**config.mk**
```make
export PLATFORM = sky130hd
export DESIGN_NAME = lbcw_mod
export DESIGN_NICKNAME = d
export VERILOG_FILES = /design/src/rtl/lbcw_pkg.sv /design/src/rtl/lbcw_mod.sv
export SDC_FILE = /design/constraint.sdc
export NUM_CORES = 1
export LEC_CHECK = 0
export ABC_CLOCK_PERIOD_IN_PS = 3700
export BUFFER_PORTS_ARGS = -buffer_cell sky130_fd_sc_hd__buf_2
export CORE_MARGIN = 4
export CORE_UTILIZATION = 50
export DETAILED_ROUTE_END_ITERATION = 12
export GPL_TIMING_DRIVEN = 1
export PLACE_DENSITY = 0.73
export SYNTH_ARGS = -nofsm -noshare
export SYNTH_HDL_FRONTEND = slang
export SYNTH_SLANG_ARGS = --single-unit
```
**constraint.sdc**
```tcl
create_clock -name i_clk -period 3.7 [get_ports i_clk]
set_input_delay 0.555 -clock i_clk [delete_from_list [all_inputs] [get_ports i_clk]]
set_output_delay 0.555 -clock i_clk [all_outputs]
set_load 0.01 [all_outputs]
```
**src/rtl/lbcw_pkg.sv**
```systemverilog
package lbcw_pkg;

    localparam int TAG_W           = 32;
    localparam int CFG_W           = 9;
    localparam int SLOT_W          = 8;
    localparam int CNT_W           = 32;
    localparam int DEF_MAX_BLOCKS  = 256;
    localparam logic [CFG_W-1:0] CFG_RESET = 9'd256;

    typedef struct packed {
        logic             op;
        logic [TAG_W-1:0] block_number;
        logic             last_block;
    } t_in;

    typedef struct packed {
        logic              hit;
        logic [SLOT_W-1:0] cache_slot;
        logic              cache_is_write;
        logic              disk_fetch;
        logic              writeback_valid;
        logic [TAG_W-1:0]  writeback_block;
        logic [CNT_W-1:0]  read_hits;
        logic [CNT_W-1:0]  write_hits;
        logic [CNT_W-1:0]  cache_writes;
        logic              request_done;
    } t_out;

    // Word moving down the chain of recency cells.
    typedef struct packed {
        logic             act;
        logic             done;
        logic             hit;
        logic             hit_dirty;
        logic             dirty;
        logic             wb_valid;
        logic [TAG_W-1:0] tag;
        logic [TAG_W-1:0] wb_tag;
    } t_wave;

    // Broadcast from the sequencer to every cell.
    typedef struct packed {
        logic [TAG_W-1:0] key;
        logic             fix_en;
        logic             fix_dirty;
        logic             trunc_en;
    } t_cmd;

endpackage

```
**src/rtl/lbcw_mod.sv**
```systemverilog
module lbcw_mod (
    input  logic                       i_clk,
    input  logic                       i_rst_n,
    input  logic                       i_start,
    input  logic [lbcw_pkg::TAG_W-1:0] i_dividend,
    input  logic [lbcw_pkg::CFG_W-1:0] i_divisor,
    output logic                       o_done,
    output logic [lbcw_pkg::CFG_W-1:0] o_rem
);
    import lbcw_pkg::*;

    localparam int IDX_W = $clog2(TAG_W);

    logic             r_busy;
    logic [IDX_W-1:0] r_cnt;
    logic [TAG_W-1:0] r_dvd;
    logic [CFG_W-1:0] r_div;
    logic [CFG_W-1:0] r_rem;

    logic [CFG_W:0]   w_trial;
    logic [CFG_W-1:0] n_rem;

    // restoring remainder, one dividend bit per cycle
    assign w_trial = {r_rem, r_dvd[TAG_W-1]};

    always_comb begin
        if (w_trial >= {1'b0, r_div}) begin
            n_rem = CFG_W'(w_trial - {1'b0, r_div});
        end else begin
            n_rem = w_trial[CFG_W-1:0];
        end
    end

    always_ff @(posedge i_clk) begin
        if (!i_rst_n) begin
            r_busy <= 1'b0;
            r_cnt  <= '0;
        end else if (i_start) begin
            r_busy <= 1'b1;
            r_cnt  <= IDX_W'(TAG_W - 1);
        end else if (r_busy) begin
            r_cnt <= r_cnt - 1'b1;
            if (r_cnt == '0) begin
                r_busy <= 1'b0;
            end
        end
    end

    always_ff @(posedge i_clk) begin
        if (i_start) begin
            r_dvd <= i_dividend;
            r_div <= i_divisor;
            r_rem <= '0;
        end else if (r_busy) begin
            r_dvd <= {r_dvd[TAG_W-2:0], 1'b0};
            r_rem <= n_rem;
        end
    end

    assign o_done = !r_busy;
    assign o_rem  = r_rem;

endmodule

```
==> results.md <==
Yosys:
- The synthesized design contains 41 enable-type register cells.
- After synthesis, the share of flip-flops with an asynchronous set or reset is 0%.
- The most instantiated flip-flop cell in the synthesis netlist is sky130_fd_sc_hd__edfxtp_1.
- The count of unique library cells instantiated by Yosys is 42.
- Of all cell types, the one taking the most synthesized area is sky130_fd_sc_hd__edfxtp_1.
- Each instance of the synthesized netlist takes up on average 12.9 um2.
- By count the netlist is led by sky130_fd_sc_hd__edfxtp_1 (41), sky130_fd_sc_hd__mux2_2 (32), sky130_fd_sc_hd__dfxtp_1 (15).
- The flop and latch count out of synthesis is 56.
- Sorting the synthesized cells by area gives the leading types as sky130_fd_sc_hd__edfxtp_1 (44%), sky130_fd_sc_hd__mux2_2 (13%), sky130_fd_sc_hd__dfxtp_1 (11%).
- The net count after synthesis is 272.
- The mapped netlist covers 2790 um2.
- The area fraction of the dominant cell type after synthesis is 44.1%.
- Sequential cells were found to cover 54.9% of the synthesized design area.
- The most common cell in the netlist is sky130_fd_sc_hd__edfxtp_1.
- For this run, the number of Yosys warnings is 0.
- Synthesis produced 216 cells.

Detailed routing:
- The post-detailed-route DRC marker count is 0.
- The first-pass detailed-route iteration total is 4.
- The post-detailed-routing wire length is a little under 5 mm.
- Summing over every cut layer, the via total after detailed routing is 1810.
- In the final routed layout, each cell accounts on average for ~14 um.
- In this run, the number of DRC markers left after iteration 0 of detailed routing was about 130.
- The remaining antenna violation count is 0.
- In the routed layout, each cell is associated on average with a via count of 5.32.

Layout:
- Of the cells placed in the final design, the portion with a size suffix greater than 1 is 36.3%.
- Compared with the post-synthesis result, the final layout area differs by 15.8%.
- The number of nets in the layout is 325.
- The antenna cell count is 0.
- After filler insertion, the fill cell instance count of the layout stands at between 400 and 500.

Power:
- The static leakage is roughly 1.3 nW.
- The post-layout total power is around 1.5 mW.
- VDD sags by at most 0.000230 V.
- The power per unit of standard cell area is 457 nW/um2.

Placement:
- At the placement stage, the worst setup path has a slack of around 1300 ps.
- Summed over all nets, the half-perimeter wirelength after detailed placement is 3.43 mm.
- Port buffering added 53 buffers.
- Routability-driven placement finished with a final weighted congestion of around 0.82.

Floorplanning:
- For this configuration, the core starts out at a cell density of 52.9%.
- The floorplan has 26 rows.
- The height of the chip is 82.7 um.
- The total area inside the core boundary comes to 5270 um2.
- between 50 and 60 I/O pins were placed.
- The die covers just under 7000 um2.
- The die is 82.7 um wide.

Setup path:
- The type of destination of the critical path is a flop.
- The cell with the biggest individual delay on the critical path is sky130_fd_sc_hd__fa_1.
- The critical path data arrival time is around 2700 ps.
- The library cell appearing most often on the critical path is sky130_fd_sc_hd__inv_1.
- The worst setup path is launched from a flop.
- The maximum fanout along the worst path is 5.
- The worst-case register-to-register setup slack is approximately 1300 ps.
- On the worst path, the slowest cell contributes a delay of 420 ps.
- The type of the worst setup path is reg -> reg.
- The signal on the critical path passes through inv_1, ha_1, inv_1, fa_1, a211oi_2, o31a_1, o211a_1, nand2_1, a311oi_1.
- The worst endpoint required time is 3920 ps.

CTS:
- The CTS clock-pin slew for the worst setup and hold paths is 100 ps.
- The cell at the root of the clock tree is sky130_fd_sc_hd__clkbuf_8.
- The clock passes through at most 2 buffers.
- At the later pin of the worst-skew pair, clock insertion delay measures 310 ps.
- The quantity of hold-fixing buffers added after cts is 0.
- The H-tree was split into 2 levels.
- TritonCTS built the clock tree.
- The number of sinks on the clock net is between 50 and 60.
- The number of buffers inserted to repair setup after CTS is 0.
- Counting the buffers created by CTS gives 5.
- Gates resized during post-CTS repair numbered 0.

Global route:
- The maximum number of pins on one net before global-route repair is 35.
- The via count of the first global-routing pass was approximately 1800.
- The total global-route track usage is between 10% and 20%.
- The total global routing overflow is 0.
- The number of antenna violations at the first check in global routing is 0.
- The first global-routing pass estimated about 8 mm of wire.

Timing:
- At the pin with the least slew margin, the transition time is 768 ps.
- The worst-case setup margin in the final layout is 1260 ps.
- The final cycle utilization of the critical path is roughly two thirds.
- Between clock sinks in the finished design, the worst skew comes to 7.03 ps.
- The total negative setup slack is 0 ps.
- Static timing analysis puts the maximum clock frequency at 410 MHz.
- The clock period minus final worst setup slack is 2440 ps.
- Setup violations remaining at the end of the flow were counted as 0.
- Headroom to the max-slew limit came out at slightly below 50%.
- The number of endpoints with negative hold slack in the final report was 0.
- The count of final max-slew check failures is 0.
- Setup repair after global routing left no endpoint under its margin.

Job:
- The total of max-cap violations is 0.

Hold path:
- The classification of the worst-slack hold path is in -> reg.

Outcome:
- The run finished with clean final reports.
[kinds of logic (layout without fill, tap and decap cells)]
kind of cell | Yosys count | after routing | synth area share, %
flip-flops | 56 | 56 | 54.9
AND/OR/NAND/NOR | 41 | 41 | 8.03
multiplexers | 39 | 39 | 15.4
AO/OA/AOI/OAI | 38 | 38 | 10.5
buffers and inverters | 22 | 76 | 3.01
adder cells (fa/ha/maj) | 12 | 12 | 5.65
XOR/XNOR | 8 | 8 | 2.51
[cell type report]
cell class / count / area (um2) / share of cell area, %
Sequential cell: 56 / 1530 / 47.4
Multi-Input combinational cell: 138 / 1170 / 36.3
Timing Repair Buffer: 54 / 273 / 8.45
Tap cell: 70 / 87.6 / 2.71
Clock buffer: 6 / 72.6 / 2.25
Inverter: 14 / 52.6 / 1.63
Clock inverter: 2 / 38.8 / 1.20
[per-stage QoR]
| step | cell area [um2] | std cells | hold slack (ps) | utilization, % |
|---|---|---|---|---|
| after global routing | 3230 | 340 | 392 | 61.3 |
| after global placement | 3120 | 332 | 507 | 59.2 |
| after CTS | 3230 | 340 | 403 | 61.3 |
| after detailed placement | 3120 | 332 | 523 | 59.2 |
| after floorplan | 2790 | 216 | 513 | - |
| final | 3230 | 340 | 411 | 61.3 |
[registers in the layout, summed over array words and instances, names as in the netlist]
| register | flops |
|---|---|
| r_cnt | 5 |
| r_dvd | 32 |
| o_rem | 9 |
| r_div | 9 |
| r_busy | 1 |
[critical path: cells and delay by family, from the launching register on]
family	cells	cell delay, ps
buf+inv	2	130
simple gates	1	70
flops	1	400
fa+ha+maj	2	590
compound gates	4	1160
[placed cells by master (no fill, tap or decap), types with 2 or more instances in the layout]
cell	synthesis	layout
sky130_fd_sc_hd__buf_2	0	53
sky130_fd_sc_hd__edfxtp_1	41	41
sky130_fd_sc_hd__mux2_2	32	32
sky130_fd_sc_hd__dfxtp_1	15	15
sky130_fd_sc_hd__inv_1	14	14
sky130_fd_sc_hd__nor2_1	14	14
sky130_fd_sc_hd__ha_1	11	11
sky130_fd_sc_hd__a21oi_1	8	8
sky130_fd_sc_hd__mux2i_1	7	7
sky130_fd_sc_hd__nand2_1	7	7
sky130_fd_sc_hd__xor2_1	6	6
sky130_fd_sc_hd__o21a_1	6	6
sky130_fd_sc_hd__a211oi_1	5	5
sky130_fd_sc_hd__clkbuf_8	0	5
sky130_fd_sc_hd__nand3_1	3	3
sky130_fd_sc_hd__nand2b_1	3	3
sky130_fd_sc_hd__a311oi_1	3	3
sky130_fd_sc_hd__o211ai_1	3	3
sky130_fd_sc_hd__nand3b_1	2	2
sky130_fd_sc_hd__a211oi_2	2	2
sky130_fd_sc_hd__o31ai_1	2	2
sky130_fd_sc_hd__xnor2_1	2	2
sky130_fd_sc_hd__nor3_1	2	2
sky130_fd_sc_hd__and2_1	2	2
sky130_fd_sc_hd__o21ai_0	2	2
[final timing paths]
| kind | end | cells past startpoint | startpoint |
|---|---|---|---|
| max | o_rem[0]$_SDFFE_PP0P_ | 9 | r_dvd[31]$_DFFE_PP_ |
| max reg2reg | o_rem[0]$_SDFFE_PP0P_ | 9 | r_dvd[31]$_DFFE_PP_ |
| min reg2reg | o_rem[3]$_SDFFE_PP0P_ | 2 | o_rem[3]$_SDFFE_PP0P_ |
| min | r_div[4]$_DFFE_PP_ | 1 | i_divisor[4] |
[where the power goes]
group / switching, mW / internal, mW
sequential: 0.0330 / 0.745
combinational: 0.147 / 0.142
clock: 0.205 / 0.205
[per-layer routing]
layer  track usage, %  wire (um)  up-vias
met1             20.5       2160      848
met5                0          0        -
li1                 -          -      908
met4             4.90         53        0
met3             5.21        400        7
met2             24.8       2220       47
Power figures use the tool's default switching activity.
