`src/rtl/lbcw_pkg.sv`:
```
package lbcw_pkg;

    localparam int TAG_W           = 32;
    localparam int CFG_W           = 9;
    localparam int SLOT_W          = 8;
    localparam int CNT_W           = 32;
    localparam int DEF_MAX_BLOCKS  = 256;
    localparam logic [CFG_W-1:0] CFG_RESET = 9'd256;

    typedef struct packed {
        logic             op;
        logic [TAG_W-1:0] block_number;
        logic             last_block;
    } t_in;

    typedef struct packed {
        logic              hit;
        logic [SLOT_W-1:0] cache_slot;
        logic              cache_is_write;
        logic              disk_fetch;
        logic              writeback_valid;
        logic [TAG_W-1:0]  writeback_block;
        logic [CNT_W-1:0]  read_hits;
        logic [CNT_W-1:0]  write_hits;
        logic [CNT_W-1:0]  cache_writes;
        logic              request_done;
    } t_out;

    // Word moving down the chain of recency cells.
    typedef struct packed {
        logic             act;
        logic             done;
        logic             hit;
        logic             hit_dirty;
        logic             dirty;
        logic             wb_valid;
        logic [TAG_W-1:0] tag;
        logic [TAG_W-1:0] wb_tag;
    } t_wave;

    // Broadcast from the sequencer to every cell.
    typedef struct packed {
        logic [TAG_W-1:0] key;
        logic             fix_en;
        logic             fix_dirty;
        logic             trunc_en;
    } t_cmd;

endpackage

```
`src/rtl/lbcw_cell.sv`:
```
module lbcw_cell #(
    parameter int MAX_BLOCKS = lbcw_pkg::DEF_MAX_BLOCKS,
    parameter int IDX        = 0,
    localparam int LIM_W     = $clog2(MAX_BLOCKS + 2)
) (
    input  logic              i_clk,
    input  logic              i_rst_n,
    input  lbcw_pkg::t_wave   i_wave,
    input  lbcw_pkg::t_cmd    i_cmd,
    input  logic [LIM_W-1:0]  i_lim,
    output lbcw_pkg::t_wave   o_wave
);
    import lbcw_pkg::*;

    logic             r_valid;
    logic             r_dirty;
    logic [TAG_W-1:0] r_tag;
    t_wave            r_out;

    logic             n_valid;
    logic             n_dirty;
    logic [TAG_W-1:0] n_tag;
    t_wave            n_out;
    logic             w_match;
    logic             w_tail;
    logic             w_trunc;

    assign w_match = r_valid && (r_tag == i_cmd.key);
    // old entry at this position falls out of the list on a miss
    assign w_tail  = (LIM_W'(IDX + 1) >= i_lim);
    assign w_trunc = (LIM_W'(IDX) >= i_lim);

    always_comb begin
        n_valid = r_valid;
        n_dirty = r_dirty;
        n_tag   = r_tag;
        n_out   = i_wave;
        if (i_wave.act && !i_wave.done) begin
            n_valid = 1'b1;
            n_tag   = i_wave.tag;
            n_dirty = i_wave.dirty;
            if (w_match) begin
                n_out.done      = 1'b1;
                n_out.hit       = 1'b1;
                n_out.hit_dirty = r_dirty;
            end else if (!r_valid) begin
                n_out.done = 1'b1;
                n_out.hit  = 1'b0;
            end else begin
                n_out.tag   = r_tag;
                n_out.dirty = r_dirty;
                if (r_dirty && w_tail) begin
                    n_out.wb_valid = 1'b1;
                    n_out.wb_tag   = r_tag;
                end
            end
        end
        if (i_cmd.trunc_en && w_trunc) begin
            n_valid = 1'b0;
            n_dirty = 1'b0;
        end
        if (i_cmd.fix_en && (IDX == 0)) begin
            n_dirty = i_cmd.fix_dirty;
        end
    end

    always_ff @(posedge i_clk) begin
        if (!i_rst_n) begin
            r_valid <= 1'b0;
            r_dirty <= 1'b0;
            r_out   <= '0;
        end else begin
            r_valid <= n_valid;
            r_dirty <= n_dirty;
            r_out   <= n_out;
        end
    end

    always_ff @(posedge i_clk) begin
        r_tag <= n_tag;
    end

    assign o_wave = r_out;

endmodule

```
`config.mk`:
```
export PLATFORM = sky130hd
export DESIGN_NAME = lbcw_cell
export DESIGN_NICKNAME = d
export VERILOG_FILES = /design/src/rtl/lbcw_pkg.sv /design/src/rtl/lbcw_cell.sv
export SDC_FILE = /design/constraint.sdc
export NUM_CORES = 1
export LEC_CHECK = 0
export BUFFER_PORTS_ARGS = -buffer_cell sky130_fd_sc_hd__buf_2
export CAP_MARGIN = 20
export CELL_PAD_IN_SITES_DETAIL_PLACEMENT = 1
export CELL_PAD_IN_SITES_GLOBAL_PLACEMENT = 1
export CORE_ASPECT_RATIO = 1.75
export CORE_MARGIN = 2
export CORE_UTILIZATION = 32
export CTS_CLUSTER_DIAMETER = 60
export DETAILED_ROUTE_END_ITERATION = 6
export PLACE_DENSITY_LB_ADDON = 0.1
export SYNTH_ARGS = -nofsm -noshare
export SYNTH_HDL_FRONTEND = slang
export SYNTH_SLANG_ARGS = --single-unit
```
`constraint.sdc`:
```
create_clock -name i_clk -period 1.7 [get_ports i_clk]
set_input_delay 0.085 -clock i_clk [delete_from_list [all_inputs] [get_ports i_clk]]
set_output_delay 0.085 -clock i_clk [all_outputs]
set_load 0.03 [all_outputs]
```
==> flow_summary.json, run 1 <==
{
  "status": "complete, but fails checks",
  "failed_checks": "setup timing",
  "avgRoutedWirePerCell_um": 16.10,
  "crit_start": "r_tag[19]",
  "yosys_warnings": 0,
  "synth_area_per_cell_um2": 11.52,
  "synth.area.top_cells": "dfxtp_1 (35%), edfxtp_1 (23%), mux2i_1 (16%)",
  "clkLatencyLatePin_ns": 0.34,
  "synth_common_cells": "nand2_1 (102), dfxtp_1 (72), mux2i_1 (67)",
  "end_kind": "flip-flop",
  "gp_congestion": 0.7976,
  "hold_viol": 0,
  "worst_pin_slew_ns": 0.4911,
  "antenna_found_initial": 1,
  "syn_to_final_growth_pct": 58.49,
  "tns_ns": -7.698,
  "fin_crit_sh": 1.111,
  "fp-row-count": 54,
  "die_h_um": 153.8,
  "p_per_area_nw_per_um2": 902.6,
  "synth_top_area_frac": 0.3513,
  "crit_type": "reg -> reg",
  "layout-drive-gt1-share": 0.3805,
  "grt_pass1_wl_um": 19840,
  "totalWireLength_um": 12960,
  "setup_viol": 68,
  "cts_root_buf": "clkbuf_16",
  "num_vias": 3548,
  "die-area_um2": 13780,
  "drc": 0,
  "fmax_mhz": 529.7,
  "fin_ws_ns": -0.1879,
  "tritoncts": "built",
  "required_ns": 1.96,
  "regToRegStartpoint": "r_tag[19]",
  "startpoint_type": "flip-flop",
  "drv_slew": 0,
  "drt_iter0_drc": 61,
  "grtUsageTotal": 0.1926,
  "min_from": "i_wave[68]",
  "cts_sinks": 104,
  "ioPinCount": 186,
  "ys_ff_latch": 104,
  "maxSlewHeadroom": 0.6726,
  "die_w_um": 89.60,
  "finalCriticalPeriod_ns": 1.888,
  "rsz0062_at_grt": "yes",
  "synth_nets": 472,
  "worst_clock_skew_ns": 0.006953,
  "core_area_um2": 12500,
  "h-tree-depth": 3,
  "ff2ff_path_depth": 8,
  "postRouteAntennaNets": 0,
  "worstHoldPathType": "in -> reg",
  "grt_pass1_vias": 3832,
  "netlist.top_cell.by_area": "dfxtp_1",
  "grt_start_max_net_pins": 47,
  "ys_seq_area_frac": 0.5855,
  "ir_worst_vdd_mv": 0.4493,
  "synth_area_um2": 4103,
  "hold_depth": 3,
  "clk_path_buf_depth": 2,
  "path_clk_slew_ns": 0.07,
  "vias_per_cell": 4.407,
  "num-fill-cells": 1437,
  "hold-worst-slack_ns": 0.03277,
  "ys_types": 25,
  "numCtsBuffers": 9,
  "async_flop_share": 0,
  "synth_most_common_cell": "nand2_1",
  "ys.flop_type": "dfxtp_1",
  "worst_ep_arrival_time_ns": 2.15,
  "nNetsFinal": 747,
  "p_leak_nw": 2.863,
  "port_buffers": 185,
  "hpwl_um": 9328,
  "drv_cap": 0,
  "grt_overflow": 0,
  "place_worst_setup_slack_ns": -0.2434,
  "critPathMaxFanout": 14,
  "synth_edf_count": 32,
  "p_total_mw": 5.869,
  "start_util": 0.3282,
  "dr.pass1.iters": 4,
  "synthCells": 356
}
## per-stage QoR
step | utilization | instances | area (um2)
2_1_floorplan | - | 356 | 4103
3_3_place_gp | 0.4303 | 714 | 5379
3_5_place_dp | 0.4303 | 714 | 5379
4_1_cts | 0.5162 | 802 | 6452
5_1_grt | 0.5202 | 805 | 6502
6_report | 0.5202 | 805 | 6502
## layout make-up
cell class / count / area [um2] / area share
inverters: 2 / 7.507 / 0.001155
clock inverters: 3 / 20.02 / 0.003079
flip-flops and latches: 104 / 2402 / 0.3694
well taps: 168 / 210.2 / 0.03233
multi-input cells: 231 / 1642 / 0.2525
repair buffers: 283 / 1936 / 0.2977
diodes: 1 / 2.502 / 0.0003848
clock buffers: 13 / 282.8 / 0.04349
## final timing paths
| path | to | slack, ns |
|---|---|---|
| hold / removal | o_wave[68] | 0.03 |
| hold reg to reg | o_wave[65] | 0.53 |
| setup / recovery | o_wave[54] | -0.19 |
| setup reg to reg | o_wave[54] | -0.19 |
## where the power goes
part           switching (mW)  total, mW  internal [mW]
Clock                   0.927       2.11           1.18
Combinational           0.529      0.979          0.450
Sequential             0.0688       2.78           2.72
Total                    1.52       5.87           4.34
## metal layers
layer  track usage  up-vias  share of wire
met5             0        -              0
met4       0.07178        0          0.024
met3       0.03757       17          0.044
met2        0.3571      104           0.56
met1        0.2052     1671           0.37
li1              -     1756              -
## registers in the layout, summed over array words and instances (netlist names)
name / flops
r_valid: 1
r_tag: 32
o_wave: 70
r_dirty: 1
## placed cells by master (no fill, tap or decap), types with 2 or more instances in the layout
master | synthesis | final
xnor2_2 | 0 | 8
buf_6 | 0 | 5
clkbuf_1 | 12 | 2
mux2i_1 | 67 | 66
buf_4 | 3 | 17
o21ai_0 | 2 | 2
edfxtp_1 | 32 | 32
dlygate4sd3_1 | 0 | 71
nor4_4 | 2 | 2
xnor2_1 | 32 | 24
nand2_1 | 102 | 101
inv_1 | 2 | 2
a31oi_1 | 2 | 2
nand4_1 | 10 | 10
a21oi_4 | 1 | 2
buf_12 | 3 | 6
clkbuf_16 | 0 | 11
buf_2 | 1 | 184
nor2_1 | 4 | 4
dfxtp_1 | 72 | 72
## worst max-delay path: stages (launching register included)
cell and delay [ns]:
edfxtp_1 0.44, xnor2_2 0.18, buf_4 0.14, nand4_1 0.13
nor4_4 0.05, buf_4 0.15, a21oi_4 0.27, buf_12 0.22
mux2i_2 0.22
## repair_timing
action                                  4_1_cts  5_1_grt
pin swaps                                     5        1
endpoints found under the hold margin        96        0
gates resized for setup                       8        7
hold buffers                                 71        0
setup buffers                                 1        2
endpoints found under the setup margin       69       70
## cell families after synthesis
family,count (synthesis),synth area share
xor+xnor,32,0.06831
simple gates,124,0.1333
compound gates,8,0.01525
flops,104,0.5855
mux,67,0.1635
buf+inv,21,0.03416
No activity file was read; power rests on OpenSTA's default activity.
==> run 2: changes to the inputs <==
PLACE_DENSITY = 0.77   (was default)
PLACE_DENSITY_LB_ADDON = default   (was 0.1)
==> run 2 against run 1 <==
The flow still finishes with violations (setup timing). Combinational power up 0.9%. Clock skew up 0.0083 ns. Core utilization down 0.68 points. Cell area down 1.3%. Critical path type unchanged. Sequential share of layout area up 0.49 points. Via count up 3.3%. Fmax down 5.1%. Wire length up 18%. Sequential power about the same.
==> flow_summary.json, run 2 (same netlist as run 1, synthesis figures left out) <==
{
  "status": "complete, but fails checks",
  "num_vias": 3665,
  "sw_frac_of_total": 0.2776,
  "hpwl_um": 10030,
  "maxSlewHeadroom": 0.7208,
  "ioPinCount": 186,
  "worstHoldPathType": "in -> reg",
  "fin_ws_ns": -0.2897,
  "r2r-end": "o_wave[11]",
  "regToRegStartpoint": "r_tag[20]",
  "worst_ep_arrival_time_ns": 2.25,
  "gp_congestion": 0.7926,
  "grtUsageTotal": 0.2230,
  "p_comb_frac": 0.172,
  "worst_clock_skew_ns": 0.01528,
  "required_ns": 1.96,
  "critPathMaxFanout": 6,
  "layout-drive-gt1-share": 0.3860,
  "slowest_delay_ns": 0.47,
  "cts_root_buf": "clkbuf_16",
  "grt_start_max_net_pins": 56,
  "die-area_um2": 13780,
  "clk_path_buf_depth": 2,
  "hold_depth": 2,
  "final_cells": 798,
  "hold_viol": 0,
  "dr.pass1.iters": 4,
  "drc": 0,
  "drv_slew": 0,
  "postRouteAntennaNets": 0,
  "nNetsFinal": 738,
  "h-tree-depth": 3,
  "largest_reg_flops": 70,
  "cp_slowest_cell": "edfxtp_1",
  "start_util": 0.3282,
  "path_clk_slew_ns": 0.08,
  "finalCriticalPeriod_ns": 1.990,
  "die_w_um": 89.60,
  "place_inst": 713,
  "seq_power_share": 0.487,
  "r2r_slack_ns": -0.29,
  "totalWireLength_um": 15360,
  "drt_iter0_drc": 93,
  "grt_pass1_wl_um": 22490,
  "p_per_area_nw_per_um2": 893.3,
  "fp-row-count": 54,
  "numCtsBuffers": 9,
  "power.internal_mw": 4.141,
  "syn_to_final_growth_pct": 56.42,
  "cp_cell_sequence": "xnor2_2 > nand4_1 > nor4_4 > buf_4 > a21oi_4 > buf_12 > mux2i_2",
  "worst_pin_slew_ns": 0.4188,
  "drv_cap": 0,
  "place_area_um2": 5371,
  "fin_crit_sh": 1.170,
  "port_buffers": 185,
  "antenna_found_initial": 3,
  "p_clk_frac": 0.341,
  "mostFrequentLayoutCells": "buf_2 (184), nand2_1 (102), dfxtp_1 (72), dlygate4sd3_1 (66), mux2i_1 (62)",
  "crit_type": "reg -> reg",
  "mostFrequentLayoutCell": "buf_2",
  "switchingPower_mw": 1.591,
  "fin_area_um2": 6417,
  "clkLatencyLatePin_ns": 0.35,
  "p_leak_nw": 2.806,
  "end_kind": "flip-flop",
  "min_from": "i_wave[69]",
  "setup_viol": 69,
  "num-fill-cells": 1396,
  "tritoncts": "built",
  "core_area_um2": 12500,
  "cts_sinks": 104,
  "vias_per_cell": 4.593,
  "ir_worst_vdd_mv": 0.4249,
  "ff2ff_path_depth": 7,
  "grt_overflow": 0,
  "failed_checks": "setup timing",
  "min_to": "o_wave[69]",
  "die_h_um": 153.8,
  "avgRoutedWirePerCell_um": 19.24,
  "startpoint_type": "flip-flop",
  "grt_pass1_vias": 4236,
  "fmax_mhz": 502.6,
  "rsz0062_at_grt": "yes"
}
==> run 2: cell types whose count changed in the layout (fill, tap and decap cells not counted), sizes merged, moves of 3 or more <==
cell	before	now
buf	212	207
dlygate4sd3	71	66
clkbuf	13	10
clkinv	1	4
clkinvlp	0	3
==> run 2: repair_timing <==
item / CTS / global route
buffers inserted: 1 / 1
hold buffers: 66 / 0
endpoints found under the setup margin: 69 / 69
cloned: 0 / 1
resized for setup: 7 / 8
pin swaps: 8 / 3
hold endpoints to repair: 78 / 0
==> run 2: layout make-up <==
class | count | area [um2] | share of cell area
sequential | 104 | 2402 | 0.3743
multi-input combinational | 231 | 1654 | 0.2578
timing repair buffer | 274 | 1862 | 0.2901
inverter | 2 | 7.507 | 0.001170
antenna | 3 | 7.507 | 0.001170
clock buffer | 9 | 225.2 | 0.03509
clock inverter | 7 | 48.80 | 0.007604
tap | 168 | 210.2 | 0.03276
==> run 2: layer usage <==
metal  up-vias  routed length (um)  global-route usage
li1       1736                   -                   -
met1      1751                5104              0.2127
met2       133                8934              0.4289
met3        45                 561             0.03060
met4         0                 756              0.1215
met5         -                   0                   0
==> run 2: worst max path at each step <==
stage,endpoint,slack (ns),cells after the start,startpoint
finish,o_wave[11],-0.29,7,r_tag[20]
global route,o_wave[49],-0.34,7,r_tag[20]
CTS,o_wave[64],-0.19,7,r_tag[12]
detailed placement,o_wave[64],-0.30,8,r_tag[17]
global placement,o_wave[64],-0.26,8,r_tag[17]
floorplan,o_wave[33],-0.04,6,r_tag[8]
==> run 2: stage by stage <==
step / setup TNS (ns) / setup WS [ns] / hold slack (ns) / util / total power [mW]
after CTS: -10.52 / -0.1912 / 0.001293 / 0.5072 / 5.724
after global routing: -20.23 / -0.3377 / 0.01696 / 0.5134 / 5.944
after global placement: -14.25 / -0.2554 / 0.2766 / 0.4297 / 3.649
final: -17.48 / -0.2897 / 0.004267 / 0.5134 / 5.733
after floorplan: -1.235 / -0.04003 / 0.1839 / - / 3.284
after detailed placement: -17.58 / -0.3041 / 0.2785 / 0.4297 / 3.676
==> run 2: power groups by stage <==
stage               Combinational [mW]  Clock [mW]  Sequential (mW)
finish                           0.988        1.95             2.79
global route                      1.06        2.08             2.81
CTS                              0.966        1.97             2.79
detailed placement               0.837           0             2.84
global placement                 0.816           0             2.83
floorplan                        0.260           0             3.02
==> run 2: worst max-delay path: cells and delay by family, from the launching register on <==
family	cells	cell delay [ns]
xor+xnor	1	0.23
compound gates	1	0.10
buf+inv	2	0.35
flops	1	0.47
mux	1	0.19
simple gates	2	0.55
